File: config.mk
export PLATFORM = sky130hd
export DESIGN_NAME = izhikevich_neuron_step
export DESIGN_NICKNAME = d
export VERILOG_FILES = /design/src/izn_pkg.sv /design/src/izn_cfg.sv /design/src/izn_mul.sv /design/src/izhikevich_neuron_step.sv
export VERILOG_INCLUDE_DIRS = /design/src /design/src/src
export SDC_FILE = /design/constraint.sdc
export NUM_CORES = 2
export LEC_CHECK = 0
export BUFFER_PORTS_ARGS = -buffer_cell sky130_fd_sc_hd__buf_2
export CAP_MARGIN = 20
export CORE_MARGIN = 10
export CORE_UTILIZATION = 45
export CTS_BUF_LIST = sky130_fd_sc_hd__clkbuf_16
export DETAILED_ROUTE_END_ITERATION = 16
export GPL_TIMING_DRIVEN = 0
export SLEW_MARGIN = 20
export SYNTH_ARGS = -nofsm -noshare
export SYNTH_HDL_FRONTEND = slang
export SYNTH_SLANG_ARGS = --single-unit
File: constraint.sdc
create_clock -name clk -period 16.45 [get_ports clk]
set_clock_uncertainty 0.15 [all_clocks]
set_input_delay 3.29 -clock clk [delete_from_list [all_inputs] [get_ports clk]]
set_output_delay 3.29 -clock clk [all_outputs]
set_load 0.01 [all_outputs]
File: src/izhikevich_neuron_step_defines.svh
// Assertion macros shared by the neuron step block.
`ifndef IZHIKEVICH_NEURON_STEP_DEFINES_SVH
`define IZHIKEVICH_NEURON_STEP_DEFINES_SVH

// Same-cycle implication, checked on every rising edge outside reset.
`define IZN_ASSERT_NOW(label, clk, rst, ante, cons) \
  label: assert property (@(posedge clk) disable iff (rst) (ante) |-> (cons)) \
    else $error("izn assertion failed");

// Next-cycle implication, checked on every rising edge outside reset.
`define IZN_ASSERT_NEXT(label, clk, rst, ante, cons) \
  label: assert property (@(posedge clk) disable iff (rst) (ante) |=> (cons)) \
    else $error("izn assertion failed");

`endif

File: src/izn_pkg.sv
// Types, constants and saturation helper for the neuron step block.
package izn_pkg;

  localparam int FRAC_BITS = 24;
  localparam int ACC_W     = 44;
  localparam int CNT_W     = 10;
  localparam int IDX_W     = 8;

  localparam logic [CNT_W-1:0] REFRACT_TICKS = CNT_W'(20);

  localparam logic [IDX_W-1:0] REG_QUAD_GAIN         = IDX_W'(0);
  localparam logic [IDX_W-1:0] REG_LIN_GAIN          = IDX_W'(1);
  localparam logic [IDX_W-1:0] REG_CONST_DRIVE       = IDX_W'(2);
  localparam logic [IDX_W-1:0] REG_RECOVERY_RATE     = IDX_W'(3);
  localparam logic [IDX_W-1:0] REG_RECOVERY_COUPLING = IDX_W'(4);
  localparam logic [IDX_W-1:0] REG_SPIKE_JUMP        = IDX_W'(5);
  localparam logic [IDX_W-1:0] REG_PEAK_LEVEL        = IDX_W'(6);
  localparam logic [IDX_W-1:0] REG_RESET_LEVEL       = IDX_W'(7);

  localparam logic OP_TICK   = 1'b0;
  localparam logic OP_REINIT = 1'b1;

  typedef struct packed {
    logic               op;
    logic signed [31:0] activation_step;
    logic signed [31:0] current_step;
    logic signed [31:0] init_membrane;
    logic signed [31:0] init_recovery;
  } in_t;

  typedef struct packed {
    logic signed [31:0] membrane_out;
    logic               spiked;
    logic signed [31:0] recovery_out;
  } out_t;

  typedef struct packed {
    logic signed [31:0] quad_gain;
    logic signed [31:0] lin_gain;
    logic signed [31:0] const_drive;
    logic signed [31:0] recovery_rate;
    logic signed [31:0] recovery_coupling;
    logic signed [31:0] spike_jump;
    logic signed [31:0] peak_level;
    logic signed [31:0] reset_level;
  } cfg_t;

  // Operand load for the shared multiplier.
  typedef struct packed {
    logic               load;
    logic signed [31:0] a;
    logic signed [31:0] b;
  } mul_ctl_t;

  // Clamps a wide signed value to the 32-bit range.
  function automatic logic signed [31:0] sat32(input logic signed [ACC_W-1:0] x);
    logic signed [31:0] r;
    if ((&x[ACC_W-1:31]) || !(|x[ACC_W-1:31])) begin
      r = x[31:0];
    end else if (x[ACC_W-1]) begin
      r = 32'sh8000_0000;
    end else begin
      r = 32'sh7FFF_FFFF;
    end
    return r;
  endfunction

endpackage

File: src/izn_cfg.sv
// Configuration register file of the neuron step block.
module izn_cfg (
  input  logic                       clk,
  input  logic                       rst,
  input  logic                       cfg_we,
  input  logic [izn_pkg::IDX_W-1:0]  cfg_index,
  input  logic [31:0]                cfg_data,
  output izn_pkg::cfg_t              cfg
);

  always_ff @(posedge clk) begin
    if (rst) begin
      cfg <= '0;
    end else if (cfg_we) begin
      unique case (cfg_index)
        izn_pkg::REG_QUAD_GAIN:         cfg.quad_gain         <= cfg_data;
        izn_pkg::REG_LIN_GAIN:          cfg.lin_gain          <= cfg_data;
        izn_pkg::REG_CONST_DRIVE:       cfg.const_drive       <= cfg_data;
        izn_pkg::REG_RECOVERY_RATE:     cfg.recovery_rate     <= cfg_data;
        izn_pkg::REG_RECOVERY_COUPLING: cfg.recovery_coupling <= cfg_data;
        izn_pkg::REG_SPIKE_JUMP:        cfg.spike_jump        <= cfg_data;
        izn_pkg::REG_PEAK_LEVEL:        cfg.peak_level        <= cfg_data;
        izn_pkg::REG_RESET_LEVEL:       cfg.reset_level       <= cfg_data;
        default: begin
          // Indexes past the last register are ignored.
        end
      endcase
    end
  end

endmodule

File: src/izn_mul.sv
// Shared 32x32 signed multiplier with registered operands and product.
module izn_mul (
  input  logic                      clk,
  input  izn_pkg::mul_ctl_t         ctl,
  output logic signed [63:0]        prod
);

  logic signed [31:0] opa;
  logic signed [31:0] opb;

  // The product register is refreshed every cycle from the operand registers, so a
  // result passes through the operand registers and then the product register.
  always_ff @(posedge clk) begin
    if (ctl.load) begin
      opa <= ctl.a;
      opb <= ctl.b;
    end
    prod <= opa * opb;
  end

endmodule

File: src/izhikevich_neuron_step.sv
// Izhikevich neuron: one Euler step per tick transaction on a shared multiplier.
//
// Each input transaction is a tick (one forward-Euler step) or a reinit. The block
// takes one transaction at a time and holds in_stall high while it works. A reinit
// or refractory tick passes through the prep and done states, a tick that spikes
// also through the compare state, and an integrating tick through every state. The
// integrating tick is the longest because the single 32x32 multiplier forms v*v,
// lin_gain*v, quad_gain*v^2, recovery_coupling*v' and recovery_rate*diff in turn,
// each product registered. The result sits in an output register; if it has not
// been taken when the next result is finished, the block waits until it is.
// Configuration registers reset to zero; the user must write them only while the
// block is idle, and the block does not enforce this.
`include "izhikevich_neuron_step_defines.svh"

module izhikevich_neuron_step (
  input  logic                       clk,
  input  logic                       rst,
  input  logic                       in_valid,
  output logic                       in_stall,
  input  izn_pkg::in_t               in_data,
  output logic                       out_valid,
  input  logic                       out_stall,
  output izn_pkg::out_t              out_data,
  input  logic                       cfg_we,
  input  logic [izn_pkg::IDX_W-1:0]  cfg_index,
  input  logic [31:0]                cfg_data
);

  typedef enum logic [12:0] {
    ST_IDLE = 13'b0000000000001,
    ST_PREP = 13'b0000000000010,
    ST_CMP  = 13'b0000000000100,
    ST_MA   = 13'b0000000001000,
    ST_MB   = 13'b0000000010000,
    ST_MC   = 13'b0000000100000,
    ST_MD   = 13'b0000001000000,
    ST_VN   = 13'b0000010000000,
    ST_ME   = 13'b0000100000000,
    ST_MF   = 13'b0001000000000,
    ST_MG   = 13'b0010000000000,
    ST_MH   = 13'b0100000000000,
    ST_DONE = 13'b1000000000000
  } state_t;

  state_t state;

  izn_pkg::cfg_t     cfg;
  izn_pkg::in_t      req;
  izn_pkg::mul_ctl_t mul_ctl;

  logic signed [63:0]                   prod;
  logic signed [39:0]                   prod_q;
  logic signed [izn_pkg::ACC_W-1:0]     acc;
  logic signed [31:0]                   membrane;
  logic signed [31:0]                   recovery_scaled;
  logic signed [31:0]                   pending_activation;
  logic [izn_pkg::CNT_W-1:0]            refractory_left;
  logic signed [31:0]                   vm;
  logic                                 fired;
  logic signed [31:0]                   vn;
  logic                                 spike_now;
  logic                                 out_free;

  izn_cfg u_cfg (
    .clk       (clk),
    .rst       (rst),
    .cfg_we    (cfg_we),
    .cfg_index (cfg_index),
    .cfg_data  (cfg_data),
    .cfg       (cfg)
  );

  izn_mul u_mul (
    .clk  (clk),
    .ctl  (mul_ctl),
    .prod (prod)
  );

  // Floor of the product over 2^24 is the upper bits of the exact product.
  assign prod_q    = prod[63:izn_pkg::FRAC_BITS];
  assign vn        = izn_pkg::sat32(acc);
  assign spike_now = (vm > cfg.peak_level);
  assign out_free  = !out_valid || !out_stall;
  assign in_stall  = (state != ST_IDLE);

  // Multiplier operand schedule.
  always_comb begin
    mul_ctl = '0;
    unique case (state)
      ST_CMP: begin
        mul_ctl.load = 1'b1;
        mul_ctl.a    = vm;
        mul_ctl.b    = vm;
      end
      ST_MA: begin
        mul_ctl.load = 1'b1;
        mul_ctl.a    = cfg.lin_gain;
        mul_ctl.b    = vm;
      end
      ST_MB: begin
        // The product now holds v*v; the square is clamped before scaling.
        mul_ctl.load = 1'b1;
        mul_ctl.a    = cfg.quad_gain;
        mul_ctl.b    = izn_pkg::sat32(izn_pkg::ACC_W'(prod_q));
      end
      ST_VN: begin
        mul_ctl.load = 1'b1;
        mul_ctl.a    = cfg.recovery_coupling;
        mul_ctl.b    = vn;
      end
      ST_MF: begin
        mul_ctl.load = 1'b1;
        mul_ctl.a    = cfg.recovery_rate;
        mul_ctl.b    = izn_pkg::sat32(izn_pkg::ACC_W'(prod_q)
                                      - izn_pkg::ACC_W'(recovery_scaled));
      end
      default: begin
        mul_ctl = '0;
      end
    endcase
  end

  always_ff @(posedge clk) begin
    if (rst) begin
      state              <= ST_IDLE;
      membrane           <= '0;
      recovery_scaled    <= '0;
      pending_activation <= '0;
      refractory_left    <= '0;
      out_valid          <= 1'b0;
    end else begin
      // A result that finishes as the old one is taken reloads the register below.
      if (out_valid && !out_stall && state != ST_DONE) begin
        out_valid <= 1'b0;
      end
      unique case (state)
        ST_IDLE: begin
          if (in_valid) begin
            req   <= in_data;
            state <= ST_PREP;
          end
        end
        ST_PREP: begin
          fired <= 1'b0;
          if (req.op == izn_pkg::OP_REINIT) begin
            membrane           <= req.init_membrane;
            recovery_scaled    <= req.init_recovery;
            pending_activation <= '0;
            refractory_left    <= '0;
            state              <= ST_DONE;
          end else if (refractory_left != '0) begin
            refractory_left    <= refractory_left - izn_pkg::CNT_W'(1);
            membrane           <= cfg.reset_level;
            pending_activation <= izn_pkg::sat32(izn_pkg::ACC_W'(pending_activation)
                                                 + izn_pkg::ACC_W'(req.activation_step));
            state              <= ST_DONE;
          end else begin
            vm <= izn_pkg::sat32(izn_pkg::ACC_W'(membrane)
                                 + izn_pkg::ACC_W'(pending_activation)
                                 + izn_pkg::ACC_W'(req.activation_step));
            pending_activation <= '0;
            state              <= ST_CMP;
          end
        end
        ST_CMP: begin
          if (spike_now) begin
            membrane        <= cfg.reset_level;
            recovery_scaled <= izn_pkg::sat32(izn_pkg::ACC_W'(recovery_scaled)
                                              + izn_pkg::ACC_W'(cfg.spike_jump));
            refractory_left <= izn_pkg::REFRACT_TICKS;
            fired           <= 1'b1;
            state           <= ST_DONE;
          end else begin
            // Terms that need no product are summed up front.
            acc   <= izn_pkg::ACC_W'(vm) + izn_pkg::ACC_W'(req.current_step)
                     + izn_pkg::ACC_W'(cfg.const_drive)
                     - izn_pkg::ACC_W'(recovery_scaled);
            state <= ST_MA;
          end
        end
        ST_MA: begin
          state <= ST_MB;
        end
        ST_MB: begin
          state <= ST_MC;
        end
        ST_MC: begin
          acc   <= acc + izn_pkg::ACC_W'(prod_q);
          state <= ST_MD;
        end
        ST_MD: begin
          acc   <= acc + izn_pkg::ACC_W'(prod_q);
          state <= ST_VN;
        end
        ST_VN: begin
          membrane <= vn;
          state    <= ST_ME;
        end
        ST_ME: begin
          state <= ST_MF;
        end
        ST_MF: begin
          state <= ST_MG;
        end
        ST_MG: begin
          state <= ST_MH;
        end
        ST_MH: begin
          recovery_scaled <= izn_pkg::sat32(izn_pkg::ACC_W'(recovery_scaled)
                                            + izn_pkg::ACC_W'(prod_q));
          state           <= ST_DONE;
        end
        ST_DONE: begin
          if (out_free) begin
            out_valid              <= 1'b1;
            out_data.membrane_out  <= membrane;
            out_data.spiked        <= fired;
            out_data.recovery_out  <= recovery_scaled;
            state                  <= ST_IDLE;
          end
        end
        default: begin
          state <= ST_IDLE;
        end
      endcase
    end
  end

  `IZN_ASSERT_NEXT(a_busy_after_accept, clk, rst, in_valid && !in_stall, in_stall)
  `IZN_ASSERT_NOW(a_refract_bound, clk, rst, 1'b1, refractory_left <= izn_pkg::REFRACT_TICKS)
  `IZN_ASSERT_NEXT(a_spike_loads_count, clk, rst, state == ST_CMP && spike_now,
                   refractory_left == izn_pkg::REFRACT_TICKS && fired)
  `IZN_ASSERT_NEXT(a_done_delivers, clk, rst, state == ST_DONE && out_free,
                   out_valid && !in_stall)

endmodule

==> impl_table.tex <==
\begin{tabular}{lr}
\hline
Metric & Value \\
\hline
\multicolumn{2}{l}{\textbf{Run status}} \\
Outcome & completed \\
\multicolumn{2}{l}{\textbf{Floorplan}} \\
X dimension of the die & 441.2 um \\
Die Y-Extent & between 400 and 500 um \\
\# IOs & 241 \\
Floorplan Core Area & 176300 um2 \\
Placement row count & 154 \\
Initial standard-cell utilization of the core & 0.4527 \\
Total die area & 194600 um2 \\
\multicolumn{2}{l}{\textbf{Finish}} \\
Multi-input gate area in the final layout & $\sim$55000 um2 \\
Highest-count cells in the layout ignoring fill and taps & sky130\_fd\_sc\_hd\_\_nand2\_1, sky130\_fd\_sc\_hd\_\_inv\_1, sky130\_fd\_sc\_hd\_\_fa\_1 \\
Sequential standard cell area & 18390 um2 \\
Synth-to-layout area growth & 8.829\% \\
Layout cells sized above 1 & 0.06324 \\
Final cell utilization of the core & 0.4927 \\
Most common cell after layout, fill and taps aside & sky130\_fd\_sc\_hd\_\_nand2\_1 \\
Filler Cell Count & roughly 17000 \\
Fin nets & approximately 11000 \\
\multicolumn{2}{l}{\textbf{Synth}} \\
Number of synthesized flops with an enable pin & approximately 340 \\
Most frequently used flop master after synthesis & sky130\_fd\_sc\_hd\_\_dfxtp\_1 \\
Average cell area after synthesis & approximately 9.3 um2 \\
Share of synthesized cell area in full adder, half adder and majority cells & 0.3700 \\
Xor/xnor cell area share of the yosys netlist & 0.02831 \\
Count of warnings emitted by yosys & 0 \\
Cell count after synthesis & around 8600 \\
Combinational family with the most area after synthesis & adder cells \\
Count of unique library cells instantiated by Yosys & approximately 100 \\
Total nets after synthesis & $\sim$10000 \\
Post-synthesis sequential area ratio & 0.2304 \\
Share of async-settable or async-resettable flops after synthesis & 0 \\
Post-Synth Simple-Gate Area & 0.1596 \\
Combined area of all synthesized cells & between 70000 and 80000 um2 \\
Complex-gate fraction of the synthesized area & 0.1285 \\
Post-synthesis register bit count & 751 \\
Share of synthesized area spent on multiplexers & 0.0003762 \\
\multicolumn{2}{l}{\textbf{Worst hold path}} \\
Hold Path Origin & u\_cfg.cfg[144] \\
Min-Delay Path Class & reg2reg \\
Number of stages on the worst hold path & 2 \\
End point of the most critical hold path & u\_cfg.cfg[144] \\
\multicolumn{2}{l}{\textbf{Worst setup path}} \\
Critical path class & reg2reg \\
Worst reg-to-reg setup slack & around 5.4 ns \\
Worst reg2reg path depth & 25 \\
Nature of the critical path endpoint & flip-flop \\
Source of the worst register-to-register timing path & u\_mul.opb[2] \\
Crit path arrival time & 11.53 ns \\
Launching element type of the critical path & flip-flop \\
Worst-path maximum fanout & 11 \\
Endpoint of the most critical register-to-register path & u\_mul.prod[63] \\
Req. time, crit path & $\sim$17 ns \\
\multicolumn{2}{l}{\textbf{STA}} \\
Actual slew at the worst max-slew pin & 1.330 ns \\
Fin. Hold Viols & 0 \\
RSZ-0062 raised after global routing & no \\
Relative slew slack & 0.1134 \\
Crit share post-route & 0.6734 \\
\# setup viols final & 0 \\
Time the worst path needs with I/O delays and setup & $\sim$11 ns \\
Hold slack final & around 0.3 ns \\
Number of pins with negative max-slew slack in the final report & 0 \\
Max Clock Freq & roughly 0.090 GHz \\
\multicolumn{2}{l}{\textbf{Global routing}} \\
Total Routing Usage GR & 0.3153 \\
Wire length of the first global-routing pass & 449.7 mm \\
Leftover overflow at the end of global routing & 0 \\
Vias in the first global route & 66720 \\
Largest net degree at the start of global routing & 34 \\
Number of antenna violations at the first check in global routing & 26 \\
\multicolumn{2}{l}{\textbf{Power}} \\
Part of the total power dissipated in sequential elements & 0.458 \\
Sw power & around 1.2 mW \\
Max IR drop VDD & 78.67 uV \\
Logic pwr share & 0.125 \\
Switching portion of total power & 0.2777 \\
Clock Power Share & 0.417 \\
Reported leakage power & 39.16 nW \\
Internal power component & 3.185 mW \\
Power consumption & about 4.4 mW \\
Cell area power density & approximately 51 nW/um2 \\
\multicolumn{2}{l}{\textbf{Clocking}} \\
Number of buffers created by CTS & 77 \\
CTS-repair resized insts & 0 \\
Cell at the root of the clock tree & sky130\_fd\_sc\_hd\_\_clkbuf\_16 \\
Max Root-Sink Buffers & 3 \\
Source-to-sink clock delay at the later pin of the worst-skew pair & 0.71 ns \\
Post-CTS clock slew at the launch and capture registers of the worst setup and hold paths & approximately 0.060 ns \\
Post-CTS Hold Buffers & 0 \\
Clock net sink count & 751 \\
Clock H-tree levels & 3 \\
Count of buffers added by post-CTS timing repair for setup & 0 \\
TritonCTS clock tree & done \\
\multicolumn{2}{l}{\textbf{Place}} \\
Last weighted congestion value of the routability-driven placer & between 1 and 1.5 \\
HPWL reported at the end of detailed placement & between 200 and 300 mm \\
Port Buffer Count & $\sim$210 \\
\multicolumn{2}{l}{\textbf{Detailed routing}} \\
Number of nets with antenna violations after routing & 0 \\
Length of the first detailed-routing pass in iterations & 8 \\
Total number of vias & 65680 \\
Total wire length & 309.0 mm \\
Iteration-0 DRC count of the detailed router & around 7100 \\
Post-detailed-route wirelength per cell & 27.18 um \\
Vias/cell & 5.776 \\
Number of design rule violations left after detail routing & 0 \\
\multicolumn{2}{l}{\textbf{Job}} \\
Max-cap violations & 0 \\
\hline
\end{tabular}
==> critical path, stage by stage, from the launching register on <==
cell,delay [ns]
sky130_fd_sc_hd__edfxtp_1,0.79
sky130_fd_sc_hd__clkbuf_1,0.67
sky130_fd_sc_hd__nand2_1,0.31
sky130_fd_sc_hd__inv_1,0.20
sky130_fd_sc_hd__fa_1,0.47
sky130_fd_sc_hd__fa_1,0.57
sky130_fd_sc_hd__fa_2,0.65
sky130_fd_sc_hd__fa_1,0.97
sky130_fd_sc_hd__inv_1,0.46
sky130_fd_sc_hd__fa_1,0.60
sky130_fd_sc_hd__inv_1,0.05
sky130_fd_sc_hd__fa_1,0.66
sky130_fd_sc_hd__fa_1,0.50
sky130_fd_sc_hd__fa_1,0.50
sky130_fd_sc_hd__ha_1,0.36
sky130_fd_sc_hd__a21o_1,0.21
sky130_fd_sc_hd__a21o_1,0.17
sky130_fd_sc_hd__a221oi_1,0.53
sky130_fd_sc_hd__nand3_1,0.37
sky130_fd_sc_hd__a211o_1,0.43
sky130_fd_sc_hd__nand2_1,0.13
sky130_fd_sc_hd__o21ai_0,0.23
sky130_fd_sc_hd__a41oi_1,0.37
sky130_fd_sc_hd__o21ai_0,0.20
sky130_fd_sc_hd__a21oi_1,0.24
sky130_fd_sc_hd__xnor2_1,0.15
==> routing by layer <==
layer	up-vias	GRT usage	routed length (um)
met5	-	0	144
met4	20	0.1796	21070
met3	794	0.06212	27900
met2	3301	0.5000	139600
met1	32910	0.4031	120400
li1	28660	-	-
==> cell families after synthesis <==
group,count (synthesis)
AND/OR/NAND/NOR,2684
XOR/XNOR,258
buffers and inverters,1716
adder cells (fa/ha/maj),1650
AO/OA/AOI/OAI,1563
flip-flops,751
multiplexers,3
==> registers in the layout, indices dropped and copies added, names as in the netlist <==
register,flops
fired,1
u_mul.opa,32
u_cfg.cfg,256
membrane,32
u_mul.prod,40
pending_activation,32
vm,32
req,129
acc,44
recovery_scaled,32
refractory_left,10
out_data,65
state,13
u_mul.opb,32
out_valid,1
==> power groups by stage <==
| stage | Sequential (mW) | Clock [mW] | Combinational (mW) |
|---|---|---|---|
| after CTS | 2.02 | 1.86 | 0.542 |
| after global routing | 2.02 | 1.92 | 0.599 |
| final | 2.02 | 1.84 | 0.551 |
| after detailed placement | 2.06 | 0 | 0.539 |
| after global placement | 2.07 | 0 | 0.526 |
| after floorplan | 2.05 | 0 | 0.357 |
==> synth_stat cells, drive strengths merged, types with 7 or more instances <==
cell     count  area share
nand2     1254       0.059
inv       1235       0.058
fa        1184        0.30
a21oi      662       0.042
and2       549       0.043
ha         466       0.073
dfxtp      416        0.10
clkbuf     409       0.020
nor2       348       0.016
edfxtp     335        0.13
o21ai      215       0.014
xnor2      173       0.019
a21o       153       0.014
nor3       108      0.0068
nand3      101      0.0063
xor2        85      0.0093
a211oi      76      0.0075
buf         70      0.0049
nor4        59      0.0056
o21bai      55      0.0052
nand2b      54      0.0042
nor2b       44      0.0035
a221oi      39      0.0043
o21a        38      0.0036
a2111oi     36      0.0066
a222oi      33      0.0041
nand4       33      0.0026
o2111ai     33      0.0036
a221o       29      0.0036
and3        28      0.0022
o211ai      25      0.0025
a31oi       24      0.0019
or3         24      0.0019
o31ai       23      0.0022
a21boi      21      0.0020
nor3b       18      0.0017
or2         17      0.0013
and4        13      0.0015
nand3b      10     0.00094
o221ai      10      0.0011
a211o        9     0.00099
o41ai        8      0.0011
or4          8     0.00080
o22ai        7     0.00063
==> metrics by stage <==
stage	cells	setup TNS (ns)	setup slack [ns]	instance area, um2
finish	11370	0	5.372	86860
global route	11360	0	5.033	86830
CTS	11350	0	5.556	86790
detailed placement	11210	0	5.642	84210
global placement	11170	-428.88	-3.364	83780
floorplan	8625	0	2.429	79820
==> cell type report <==
type                       count  area share
timing repair buffer         244     0.01607
buffer                       479     0.02263
antenna                       18   0.0005185
multi-input combinational   6158      0.6322
clock buffer                  81     0.02333
inverter                    1237     0.05345
clock inverter                63    0.006395
tap                         2340     0.03371
sequential                   751      0.2117
==> how the worst max path moves through the flow <==
stage / startpoint / depth (start not counted) / end
floorplan: rst / 3 / req[0]
global placement: rst / 3 / req[98]
detailed placement: u_mul.opb[2] / 25 / u_mul.prod[63]
CTS: u_mul.opb[2] / 25 / u_mul.prod[63]
global route: u_mul.opb[5] / 28 / u_mul.prod[63]
finish: u_mul.opb[2] / 25 / u_mul.prod[63]
(Power assumes the default switching activity.)
